[src/hw/rtl/svm_pkg.sv]
// Shared constants and word types for the sample voice mixer.
`timescale 1ns / 1ps

package svm_pkg;

   // MEM_DEPTH must be a power of two so that addresses wrap by truncation.
   localparam int NUM_SLOTS = 32;
   localparam int MEM_DEPTH = 65536;

   localparam int SLOT_W = (NUM_SLOTS > 1) ? $clog2(NUM_SLOTS) : 1;
   localparam int CNT_W  = $clog2(NUM_SLOTS + 1);
   localparam int ADDR_W = $clog2(MEM_DEPTH);
   localparam int SAMP_W = 16;
   localparam int LEN_W  = 17;

   localparam logic [1:0] CMD_WRITE = 2'd0;
   localparam logic [1:0] CMD_QUEUE = 2'd1;
   localparam logic [1:0] CMD_TICK  = 2'd2;

   localparam logic [1:0] ST_OK   = 2'd0;
   localparam logic [1:0] ST_FULL = 2'd1;
   localparam logic [1:0] ST_ZERO = 2'd2;
   localparam logic [1:0] ST_NONE = 2'd3;

   localparam logic signed [SAMP_W-1:0] SAMPLE_MAX = 16'sh7FFF;
   localparam logic signed [SAMP_W-1:0] SAMPLE_MIN = -16'sh8000;

   typedef struct packed {
      logic [1:0]               command;
      logic [15:0]              mem_address;
      logic signed [SAMP_W-1:0] sample_value;
      logic [15:0]              sound_start;
      logic [LEN_W-1:0]         sound_length;
   } svm_req_type;

   typedef struct packed {
      logic signed [SAMP_W-1:0] mixed_sample;
      logic                     sample_valid;
      logic [1:0]               queue_status;
      logic [4:0]               slot_index;
      logic [5:0]               active_voices;
   } svm_rsp_type;

   typedef struct packed {
      logic              load;
      logic              exec;
      logic              issue;
      logic [SLOT_W-1:0] slot;
   } svm_cmd_type;

   typedef struct packed {
      logic is_tick;
   } svm_stat_type;

endpackage

[src/hw/rtl/svm_ctrl.sv]
// Controller state machine that sequences commands and the slot walk.
`timescale 1ns / 1ps

module svm_ctrl (
   input  logic                 clock,
   input  logic                 reset,
   input  logic                 start,
   output logic                 busy,
   output logic                 rsp_valid,
   input  svm_pkg::svm_stat_type stat,
   output svm_pkg::svm_cmd_type  cmd
);
   import svm_pkg::*;

   typedef enum logic [4:0] {
      S_IDLE  = 5'b00001,
      S_EXEC  = 5'b00010,
      S_WALK  = 5'b00100,
      S_DRAIN = 5'b01000,
      S_RESP  = 5'b10000
   } state_type;

   state_type         state_ff, state_in;
   logic [SLOT_W-1:0] idx_ff, idx_in;

   always_comb begin
      state_in  = state_ff;
      idx_in    = idx_ff;
      cmd       = '0;
      busy      = 1'b1;
      rsp_valid = 1'b0;
      case (state_ff)
         S_IDLE: begin
            busy = 1'b0;
            if (start) begin
               cmd.load = 1'b1;
               state_in = S_EXEC;
            end
         end
         S_EXEC: begin
            cmd.exec = 1'b1;
            idx_in   = '0;
            state_in = stat.is_tick ? S_WALK : S_RESP;
         end
         S_WALK: begin
            cmd.issue = 1'b1;
            cmd.slot  = idx_ff;
            if (idx_ff == SLOT_W'(NUM_SLOTS - 1)) begin
               state_in = S_DRAIN;
            end else begin
               idx_in = idx_ff + SLOT_W'(1);
            end
         end
         S_DRAIN: begin
            state_in = S_RESP;
         end
         S_RESP: begin
            rsp_valid = 1'b1;
            state_in  = S_IDLE;
         end
         default: begin
            state_in = S_IDLE;
         end
      endcase
   end

   always_ff @(posedge clock) begin
      if (reset) begin
         state_ff <= S_IDLE;
         idx_ff   <= '0;
      end else begin
         state_ff <= state_in;
         idx_ff   <= idx_in;
      end
   end

endmodule

[config.mk]
export PLATFORM = sky130hd
export DESIGN_NAME = svm_ctrl
export DESIGN_NICKNAME = d
export VERILOG_FILES = /design/src/hw/rtl/svm_pkg.sv /design/src/hw/rtl/svm_ctrl.sv
export SDC_FILE = /design/constraint.sdc
export NUM_CORES = 1
export LEC_CHECK = 0
export ABC_AREA = 1
export BUFFER_PORTS_ARGS = -buffer_cell sky130_fd_sc_hd__buf_2
export CAP_MARGIN = 20
export CORE_ASPECT_RATIO = 1.25
export CORE_MARGIN = 2
export CORE_UTILIZATION = 30
export CTS_BUF_LIST = sky130_fd_sc_hd__clkbuf_4
export DETAILED_ROUTE_END_ITERATION = 8
export GPL_ROUTABILITY_DRIVEN = 0
export HOLD_SLACK_MARGIN = 0.03
export PLACE_DENSITY_LB_ADDON = 0.08
export SLEW_MARGIN = 20
export SYNTH_ARGS = -nofsm -noshare
export SYNTH_HDL_FRONTEND = slang
export SYNTH_SLANG_ARGS = --single-unit
export TNS_END_PERCENT = 1
[constraint.sdc]
create_clock -name clock -period 1.9 [get_ports clock]
set_clock_uncertainty 0.1 [all_clocks]
set_input_delay 0.38 -clock clock [delete_from_list [all_inputs] [get_ports clock]]
set_output_delay 0.38 -clock clock [all_outputs]
set_load 0.05 [all_outputs]
# Word level (Yosys, flattened, before mapping)

Cells that the tools add are included.
W data, S select, Z words.

Register bits after elaboration: 10
Bits of input ports: 4
Output and inout bits: 10
Word-level logic and storage cells: 27

$add $sub $neg: 1
Eq/ne operators: 9
Muxes and demuxes: 12
Reduce and logical (&&, ||, !) cells: 3

Operator list:

| kind                  | number |
|---|---|
| $mux W5               | 4 |
| $pmux W5 S4           | 1 |
| $eq A5 B5 Y1 const B  | 2 |
| $pmux W5 S2           | 1 |
| $mux W6               | 1 |
| $ne A2 B2 Y1 const B  | 3 |
| $add A5 B1 Y5 const B | 1 |
| $eq A5 B1 Y1 const B  | 1 |
| $eq A5 B2 Y1 const B  | 1 |
| $eq A5 B3 Y1 const B  | 1 |
| $eq A5 B4 Y1 const B  | 1 |
| $mux W1               | 5 |
| $reduce_and A2 Y1     | 2 |
| $reduce_bool A2 Y1    | 1 |

# Depth between registers and ports, before layout

Word-level depth: 3
Depth in mapped cells: 9
Gate-level depth less buffers: 9

# Worst setup path after synthesis

OpenSTA, ideal clock, no wires.

Path type: register to output
Start point: register state_ff[4]
End point: output rsp_valid
Arrival: 1.940 ns
Required time: 1.420 ns
Path slack: -0.520 ns
Cell stages (with the launch flop): 3
Path buffers: 0
Cell sequence: dfxtp_1 -> inv_2 -> nor4_1

Cells in the longest elaborated chain, start to end: 2

Ends and longest elaborated chain:

| what                   | RTL line       | text |
|---|---|---|
| from (decl)            | svm_ctrl.sv:23 | `state_type state_ff, state_in;` |
| from (signal assigned) | svm_ctrl.sv:72 | `state_ff <= state_in;` |
| $eq A5 B5 Y1           | svm_ctrl.sv:32 | `case (state_ff)` |
| $mux W1                | svm_ctrl.sv:32 |  |
| to (decl)              | svm_ctrl.sv:9  | `output logic rsp_valid,` |

No other way between the ends.

==> results.py <==
metrics = {
    "critical_path": {
        "cp_data_arrival_time_ns": 1.38,
        "crit_path_start_kind": "flip-flop",
        "critPathKind": "reg -> out",
        "reg2reg_slack_ns": 0.27,
        "timing.rr.start": "idx_ff[0]",
        "endpoint_kind": "primary output",
        "rr_endpoint": "idx_ff[0]",
        "cp.required_ns": 1.42,
        "worstRegToRegCells": 8,
        "cp_max_fo": 7,
    },
    "final_layout": {
        "syn_to_final_growth_pct": 29.0,
        "final_cells": 120,
        "drive_gt1_share_pct": 38.0,
        "num_antenna_cells": 0,
        "n_fill_cell": 219,
        "design_area_um2": 773,
        "nets": 107,
        "mostFrequentLayoutCell": "nand3_1",
        "final_cell_mix": "nand3_1 (13), inv_1 (11), nor2_1 (9)",
    },
    "timing": {
        "hold_ws_ns": 0.272,
        "hold_viol_final": 0,
        "period_share_pct": 98.1,
        "max_freq_ghz": 0.537,
        "drv_slew": 0,
        "slew_headroom_pct": 83.6,
        "tns_ns": 0,
        "worst_slew_pin_slew_ns": 0.248,
        "final-setup-viol-count": 0,
        "rsz0062_at_grt": "true",
        "period_minus_slack_ns": 1.86,
    },
    "global_routing": {
        "grt_pass1_wl_um": 2190,
        "antenna_found_initial": 0,
        "grt_usage_pct": 13.2,
        "gr-total-overflow": 0,
        "grt_max_degree": 9,
        "grt_pass1_vias": 515,
    },
    "power": {
        "peakVddDrop_uv": 226,
        "power_uw": 474,
        "p_leak_uw": 0.000338,
        "powerDensity_nw_per_um2": 613,
    },
    "synthesis": {
        "ys_seq_elements": 10,
        "synth_top_area_share_pct": 33.4,
        "synth.top_cells.by_area": "dfxtp_1 (33%), nand3_1 (11%), nor2_1 (7.5%), inv_1 (6.9%), nor2_4 (5.6%)",
        "synth_largest_area_cell": "dfxtp_1",
        "synthSimpleGateAreaFrac_pct": 44.5,
        "syn_area_um2": 599,
        "muxShareOfSynthArea_pct": 0,
        "synth_top_family_by_area": "simple AND/OR/NAND/NOR gates",
        "yosysUniqueCellTypes": 19,
        "synthCells": 82,
        "ys_warn_count": 0,
        "synth_compound_area_share_pct": 7.93,
        "avgSynthCellArea_um2": 7.31,
        "synthAdderAreaFrac_pct": 4.18,
        "synth_seq_area_share_pct": 33.4,
        "syn_nets": 88,
        "synth_xor_area_share_pct": 0,
    },
    "detailed_routing": {
        "finalWirelength_um": 1420,
        "wl_met3_um": 66,
        "top_layer": "met4",
        "antenna_left": 0,
        "vias_per_cell": 4.88,
        "wl_per_cell_um": 11.8,
        "route.met2.wl_um": 768,
        "drc": 0,
        "drt-pass1-iter-count": 4,
        "drt-initial-drc-count": 8,
        "via_count": 585,
        "met1_length_um": 556,
    },
    "floorplan": {
        "dieHeight_um": 54.0,
        "ioPinCount": 14,
        "dieArea_um2": 2370,
        "core_um2": 1940,
        "placementRows": 18,
        "start_util_pct": 30.9,
        "fp.dieW_um": 44.0,
    },
    "clocking": {
        "root_buffer": "clkbuf_4",
        "numCtsBuffers": 3,
        "cts.path.max_buffers": 2,
        "path_clk_slew_ns": 0.08,
        "cts_tree": "yes",
        "htreeDepth": 1,
        "cts_sinks": 10,
        "insertion_delay_ns": 0.27,
    },
    "run": {
        "cap_viol_max_count": 0,
    },
    "place": {
        "port-buffer-count": 13,
        "place_area_um2": 692,
        "hpwl_um": 1050,
        "dp.cells": 114,
    },
    "worst_hold_path": {
        "min_from": "start",
        "hold_depth": 3,
        "hold_end": "state_ff[1]",
        "hp-class": "in -> reg",
    },
    "status": {
        "status": "finished clean",
    },
}
-- cells by family after synthesis --
group           after synthesis
buf+inv                      16
simple gates                 45
fa+ha+maj                     2
compound gates                9
flops                        10
-- flip-flops by register name (all words and copies together), names as in the netlist --
signal and flops:
idx_ff 5, state_ff 5
-- how the worst max path moves through the flow --
stage | from | to | slack [ns] | cells after the start
2_1_floorplan | state_ff[0] | cmd[7] | -0.35 | 4
3_3_place_gp | state_ff[1] | cmd[3] | 0.25 | 6
3_5_place_dp | state_ff[0] | cmd[1] | 0.23 | 6
4_1_cts | state_ff[0] | cmd[1] | -0.004 | 6
5_1_grt | state_ff[1] | cmd[0] | -0.03 | 6
6_report | state_ff[4] | cmd[3] | 0.04 | 6
-- cell usage after synthesis, drive strengths merged --
cell type	count
nor2	16
inv	15
nand3	13
nand2	11
dfxtp	10
a21oi	6
nand4	3
ha	2
o21ai	2
clkbuf	1
nor3	1
nor4	1
o21a	1
-- routing by layer --
| layer | up-vias | global-route usage (%) |
|---|---|---|
| met5 | - | 0 |
| met4 | 0 | 7.58 |
| met2 | 14 | 22.8 |
| met3 | 4 | 4.36 |
| li1 | 302 | - |
| met1 | 265 | 14.0 |
-- report_power, final --
group | total, µW | switching, µW | internal [µW]
Sequential | 225 | 9.38 | 216
Clock | 156 | 80.2 | 76.0
Combinational | 92.7 | 62.3 | 30.3
Total | 474 | 152 | 322
-- per-stage QoR --
stage	utilization (%)	worst slack (ns)
3_3_place_gp	35.7	0.248
5_1_grt	39.9	-0.0337
3_5_place_dp	35.7	0.234
6_report	39.9	0.0362
4_1_cts	38.4	-0.00365
2_1_floorplan	-	-0.346
-- worst max-delay path, stage by stage, from the launching register on --
cell     delay (ns)
dfxtp_1        0.35
inv_2          0.12
nand2_2        0.10
nor2_8         0.17
inv_2          0.09
nor2_1         0.13
buf_6          0.17
-- repair_timing --
item                                   4_1_cts  5_1_grt
pin swaps                                    1        1
endpoints found under the hold margin        0        0
setup endpoints to repair                    6        7
hold buffers                                 0        0
setup buffers                                0        2
gates resized for setup                      9        7
-- layout make-up --
class	count	area (µm²)	share of cell area (%)
tap	20	25.0	3.24
timing repair buffer	15	110	14.2
sequential	10	203	26.2
clock buffer	3	22.5	2.91
inverter	15	56.3	7.28
clock inverter	1	3.75	0.485
multi-input combinational	56	353	45.6
Note: power is estimated with default switching activity, not from simulation.
